<file path="config.mk">
export PLATFORM = sky130hd
export DESIGN_NAME = si_round
export DESIGN_NICKNAME = d
export VERILOG_FILES = /design/src/si_pkg.sv /design/src/si_round.sv
export SDC_FILE = /design/constraint.sdc
export NUM_CORES = 1
export LEC_CHECK = 0
export ABC_AREA = 1
export BUFFER_PORTS_ARGS = -buffer_cell sky130_fd_sc_hd__buf_2
export CAP_MARGIN = 5
export CORE_MARGIN = 10
export CORE_UTILIZATION = 60
export DETAILED_ROUTE_END_ITERATION = 10
export PLACE_DENSITY = 0.84
export SLEW_MARGIN = 10
export SYNTH_ARGS = -nofsm -noshare
export SYNTH_HDL_FRONTEND = slang
export SYNTH_SLANG_ARGS = --single-unit
</file>
<file path="constraint.sdc">
create_clock -name clk -period 11 [get_ports clk]
set_clock_uncertainty 0.15 [all_clocks]
set_input_delay 0.55 -clock clk [delete_from_list [all_inputs] [get_ports clk]]
set_output_delay 0.55 -clock clk [all_outputs]
set_load 0.03 [all_outputs]
</file>
<file path="src/si_pkg.sv">
// shared widths, defaults and payload structs of the segment intersection pipeline
package si_pkg;

  localparam int COORD_W       = 16;
  localparam int DIFF_W        = COORD_W + 1;
  localparam int PROD_W        = 2 * DIFF_W;
  localparam int CROSS_W       = PROD_W + 1;
  localparam int NUM_W         = CROSS_W + DIFF_W;
  localparam int OUT_W         = 24;
  localparam int IN_DATA_W     = 8 * COORD_W;
  localparam int OUT_DATA_W    = 2 * OUT_W;
  localparam int FRAC_BITS_DEF = 8;

  // front end to divider: hit flag, base point, |den| and signed numerators
  typedef struct packed {
    logic                      hit;
    logic signed [COORD_W-1:0] base_x;
    logic signed [COORD_W-1:0] base_y;
    logic [CROSS_W-1:0]        den;
    logic signed [NUM_W-1:0]   num_x;
    logic signed [NUM_W-1:0]   num_y;
  } frt_t;

  // sideband that rides along the divider stages
  typedef struct packed {
    logic                      hit;
    logic signed [COORD_W-1:0] base_x;
    logic signed [COORD_W-1:0] base_y;
    logic [CROSS_W-1:0]        den;
  } sb_t;

endpackage

</file>
<file path="src/si_round.sv">
// signed floor from quotient and remainder, round half away from zero, output register
module si_round #(
  parameter int FRAC_BITS = si_pkg::FRAC_BITS_DEF
) (
  input  logic                                 clk,
  input  logic                                 rst_n,
  input  logic                                 in_valid,
  output logic                                 in_ready,
  input  si_pkg::sb_t                          in_sb,
  input  logic [si_pkg::DIFF_W-2+FRAC_BITS:0]  in_q_x,
  input  logic [si_pkg::DIFF_W-2+FRAC_BITS:0]  in_q_y,
  input  logic [si_pkg::CROSS_W-1:0]           in_rem_x,
  input  logic [si_pkg::CROSS_W-1:0]           in_rem_y,
  input  logic                                 in_neg_x,
  input  logic                                 in_neg_y,
  output logic                                 out_valid,
  input  logic                                 out_ready,
  output logic                                 out_hit,
  output logic [si_pkg::OUT_W-1:0]             out_cross_x,
  output logic [si_pkg::OUT_W-1:0]             out_cross_y
);

  localparam int QW = si_pkg::DIFF_W - 1 + FRAC_BITS;
  localparam int RW = si_pkg::CROSS_W;
  localparam int FW = QW + 2;
  localparam int TW = QW + 3;
  localparam int OW = si_pkg::OUT_W;

  logic [1:0] v_r;
  logic [2:0] rdy;

  // stage 1 registers
  logic                          hit1_r;
  logic signed [si_pkg::COORD_W-1:0] base1_r [2];
  logic signed [FW-1:0]          fl1_r   [2];
  logic                          sure1_r [2];
  logic                          tie1_r  [2];
  // output registers
  logic                          hit_r;
  logic [OW-1:0]                 cross_r [2];

  logic [QW-1:0]        q_l    [2];
  logic [RW-1:0]        r_l    [2];
  logic                 neg_l  [2];
  logic signed [FW-1:0] fl_nxt   [2];
  logic                 sure_nxt [2];
  logic                 tie_nxt  [2];
  logic signed [TW-1:0] total    [2];
  logic signed [TW-1:0] res      [2];
  logic [OW-1:0]        cross_nxt [2];
  logic                 nz, lt, eq, gt, up;

  assign q_l[0]   = in_q_x;
  assign q_l[1]   = in_q_y;
  assign r_l[0]   = in_rem_x;
  assign r_l[1]   = in_rem_y;
  assign neg_l[0] = in_neg_x;
  assign neg_l[1] = in_neg_y;

  // ready chain
  assign rdy[2] = out_ready;
  for (genvar k = 0; k < 2; k++) begin : g_rdy
    assign rdy[k] = !v_r[k] || rdy[k+1];
  end
  assign in_ready  = rdy[0];
  assign out_valid = v_r[1];

  // signed floor and rounding flags; for negative numerators the remainder is den - r
  always_comb begin
    nz = 1'b0;
    lt = 1'b0;
    eq = 1'b0;
    gt = 1'b0;
    for (int l = 0; l < 2; l++) begin
      nz = r_l[l] != '0;
      lt = {r_l[l], 1'b0} <  {1'b0, in_sb.den};
      eq = {r_l[l], 1'b0} == {1'b0, in_sb.den};
      gt = {r_l[l], 1'b0} >  {1'b0, in_sb.den};
      fl_nxt[l]   = neg_l[l] ? -$signed({2'b00, q_l[l]}) - FW'(nz)
                             : $signed({2'b00, q_l[l]});
      sure_nxt[l] = neg_l[l] ? (nz && lt) : gt;
      tie_nxt[l]  = nz && eq;
    end
  end

  // base placement, tie goes up for nonnegative floor
  always_comb begin
    up = 1'b0;
    for (int l = 0; l < 2; l++) begin
      total[l]     = (TW'(base1_r[l]) <<< FRAC_BITS) + TW'(fl1_r[l]);
      up           = sure1_r[l] || (tie1_r[l] && !total[l][TW-1]);
      res[l]       = total[l] + TW'(up);
      cross_nxt[l] = hit1_r ? OW'(res[l]) : '0;
    end
  end

  // valid bits
  always_ff @(posedge clk) begin
    if (!rst_n) begin
      v_r <= '0;
    end else begin
      if (rdy[0]) begin
        v_r[0] <= in_valid;
      end
      if (rdy[1]) begin
        v_r[1] <= v_r[0];
      end
    end
  end

  // stage 1
  always_ff @(posedge clk) begin
    if (rdy[0]) begin
      hit1_r     <= in_sb.hit;
      base1_r[0] <= in_sb.base_x;
      base1_r[1] <= in_sb.base_y;
      for (int l = 0; l < 2; l++) begin
        fl1_r[l]   <= fl_nxt[l];
        sure1_r[l] <= sure_nxt[l];
        tie1_r[l]  <= tie_nxt[l];
      end
    end
  end

  // output register
  always_ff @(posedge clk) begin
    if (rdy[1]) begin
      hit_r      <= hit1_r;
      cross_r[0] <= cross_nxt[0];
      cross_r[1] <= cross_nxt[1];
    end
  end

  assign out_hit     = hit_r;
  assign out_cross_x = cross_r[0];
  assign out_cross_y = cross_r[1];

  // a miss reports the origin
  a_miss_zero: assert property (@(posedge clk) disable iff (!rst_n)
    v_r[1] && !hit_r |-> (cross_r[0] == '0) && (cross_r[1] == '0))
    else $error("miss with nonzero point");

endmodule

</file>
==> run metrics <==
hold_buf cts 0; Clk Latency, worst-skew pair 0.43 ns; CP Class flop to flop; clock power share approximately 28%; period utilization 36.2%; Fin. Hold Viols 0; Layout Nets 2403; All-Layer GR Usage 26.9%; clk slew on worst S/H paths about 0.070 ns; synthesized cell area 13000 µm²; Max Fclk 0.251 GHz; post-synthesis async set-or-reset flop share 0%; worst flop-to-flop path endpoint cross_r[0][20]$_SDFFCE_PN0P_; crit path launch type flop; Syn Area/Cell between 7 and 8 µm²; IO Pins 243; worst-case clock buffer depth 2; Die W 167 µm; total die area 28000 µm²; cell count after synthesis 1800; status complete, no violations; CTS tree yes; final wirelength slightly below 40000 µm; Static Leak ~7.8 nW; total core area 21200 µm²; dominant cell by count in the synthesized netlist nand2_1; YS warnings 0; CTS Sinks between 100 and 150; Crit path required time about 11 ns; WL/cell 16.8 µm; fraction of layout cells with a size suffix above 1 between 10% and 20%; Filler Cell Count 1762; Comb pwr share 37.7%; Detail Route Antenna Nets 0; Synth cell types 43; Initial Utilization 61.5%; post_cts resized 0; die height 167 µm; Final Max Slew Viols 0; area leader, netlist edfxtp_1; CP endpoint kind flop; Cell Rows 53; via count around 13000; Synth Register Bits 140; DR top layer met5; antenna violations before repair 4; commonest cells in the synthesized netlist 432 x nand2_1, 274 x inv_1, 170 x nor2_1; sequential area share after synthesis between 30% and 40%; HPWL Detailed 33100 µm; # Max-Cap Violations 0; sw frac 38.7%; Seq pwr share 34.8%; slew of the pin with the lowest slew margin 1.15 ns; multi-input combinational cell area 7750 µm²; Internal 0.00123 W; Area Overhead vs Synth 15.8%; WL met2 18800 µm; worst reg-to-reg setup slack 7.02 ns; number of global-route vias before repair 12710; PwrDens 133 nW/µm²; Syn Nets around 2200; Worst setup endpoint cross_r[0][20]$_SDFFCE_PN0P_; DR WL met3 3360 µm; Critical Path AT approximately 4.0 ns; CP Launch Point base1_r[0][9]$_DFFE_PP_; DRC 0; R2R depth 22; IO Port Bufs 242; switching power total between 0.0007 and 0.0008 W; setup tns final 0 ns; relative slew slack 22.9%; sequential cell area 4180 µm²; Via-to-Cell Ratio ~5.6; Final setup viols 0; RSZ-0062 raised after global routing false; ranking of synthesized cells by area edfxtp_1 32%, ha_1 16%, nand2_1 12%; Starting DRT DRC Count 1242; Crit Path Max Fanout 5; Main synth FF type edfxtp_1; total grt overflow 0; Root Buffer clkbuf_16; setup bufs post-CTS 0; GP Congestion 0.972; DRT Pass-1 Iters 6; # H-tree levels 4; Post-Route M1 WL 16100 µm; largest net degree at the start of global routing 66; first-pass GRT wire length 62700 µm; worst vdd ir 0.117 mV; Synth top area share 31.8%; cts bufs inserted 17; number of synthesized flops with an enable pin ~140; Hold Crit Class primary input to flop; worst r2r src base1_r[0][9]$_DFFE_PP_; Hold Worst Slack 0.146 ns; Final min period 3.98 ns
## area by class of cell
class                   instances  share of cell area, %
diodes                          2                 0.0331
multi-input cells            1364                   51.3
repair buffers                243                   8.07
inverters                     279                   6.93
well taps                     275                   2.28
clock inverters                13                  0.869
clock buffers                  19                   2.87
flip-flops and latches        140                   27.7
## registers in the layout, indices dropped and copies added (netlist names)
name / flops
fl1_r: 52
cross_r: 48
v_r: 2
sure1_r: 2
hit1_r: 1
tie1_r: 2
base1_r: 32
out_hit: 1
## layer usage
layer | track usage (%) | vias to the layer above
li1 | - | 6555
met1 | 33.4 | 5916
met2 | 45.6 | 556
met3 | 5.97 | 68
met4 | 7.61 | 4
met5 | 0 | -
## power groups by stage
stage               Sequential [W]  Clock, W  Combinational, W
floorplan                 0.000765         0          0.000468
global placement          0.000707         0          0.000726
detailed placement        0.000710         0          0.000743
CTS                       0.000700  0.000554          0.000749
global route              0.000705  0.000580          0.000849
finish                    0.000700  0.000553          0.000757
## critical path: stages (launching register included)
cell and delay, ns:
edfxtp_1 0.39, ha_1 0.38, nand2_1 0.15, nor2_1 0.18, nand3_1 0.11, nand3_1 0.11
nand3_1 0.09, nand3_1 0.08, nand2_1 0.06, o21bai_1 0.28, ha_1 0.25, ha_1 0.20
nand2_2 0.10, nor2_4 0.15, nand4_2 0.14, nor2_2 0.14, nand3_1 0.14, nor2_4 0.18
nand2_1 0.09, o21ai_2 0.13, o21ai_0 0.12, nand2_1 0.09, inv_1 0.03
## worst min path at each step
stage / end / startpoint / slack, ns / cells past startpoint
6_report: base1_r[0][26]$_DFFE_PP_ / in_sb[45] / 0.15 / 1
5_1_grt: base1_r[0][24]$_DFFE_PP_ / in_sb[43] / 0.14 / 1
3_5_place_dp: v_r[1]$_SDFFE_PN0P_ / v_r[0]$_SDFFE_PN0P_ / 0.35 / 2
2_1_floorplan: v_r[1]$_SDFFE_PN0P_ / v_r[0]$_SDFFE_PN0P_ / 0.28 / 2
4_1_cts: base1_r[0][29]$_DFFE_PP_ / in_sb[48] / 0.14 / 1
3_3_place_gp: v_r[1]$_SDFFE_PN0P_ / v_r[0]$_SDFFE_PN0P_ / 0.33 / 2
## metrics by stage
stage | power [W] | cell area, µm² | setup WS, ns | cells | util (%)
4_1_cts | 0.00200 | 15100 | 7.04 | 2333 | 71.2
3_5_place_dp | 0.00145 | 14500 | 7.08 | 2301 | 68.5
5_1_grt | 0.00213 | 15100 | 6.67 | 2333 | 71.2
3_3_place_gp | 0.00143 | 14500 | 7.25 | 2301 | 68.5
2_1_floorplan | 0.00123 | 13000 | 6.86 | 1800 | -
6_report | 0.00201 | 15100 | 7.02 | 2335 | 71.2
## cells in the final DEF, fill, tap and decap left out, types with 8 or more instances in the layout
| cell | netlist | routed |
|---|---|---|
| a21oi_1 | 134 | 134 |
| buf_2 | 1 | 242 |
| clkbuf_16 | 0 | 17 |
| edfxtp_1 | 138 | 138 |
| ha_1 | 164 | 164 |
| inv_1 | 274 | 274 |
| nand2_1 | 432 | 431 |
| nand2_2 | 17 | 18 |
| nand3_1 | 120 | 119 |
| nand4_1 | 37 | 37 |
| nor2_1 | 170 | 170 |
| nor2_2 | 11 | 11 |
| nor3_1 | 42 | 42 |
| nor4_1 | 15 | 15 |
| o21a_1 | 12 | 12 |
| o21ai_0 | 109 | 109 |
| o21bai_1 | 9 | 9 |
| or2_2 | 12 | 12 |
| xnor2_1 | 8 | 8 |
| xor2_1 | 16 | 16 |
## kinds of logic after synthesis
| logic type | count (synthesis) | synth area share, % |
|---|---|---|
| buffers and inverters | 296 | 8.64 |
| flip-flops | 140 | 32.1 |
| XOR/XNOR | 24 | 1.61 |
| AO/OA/AOI/OAI | 295 | 12.1 |
| adder cells (fa/ha/maj) | 166 | 16.0 |
| AND/OR/NAND/NOR | 879 | 29.5 |
Note: power is estimated with default switching activity, not from simulation.
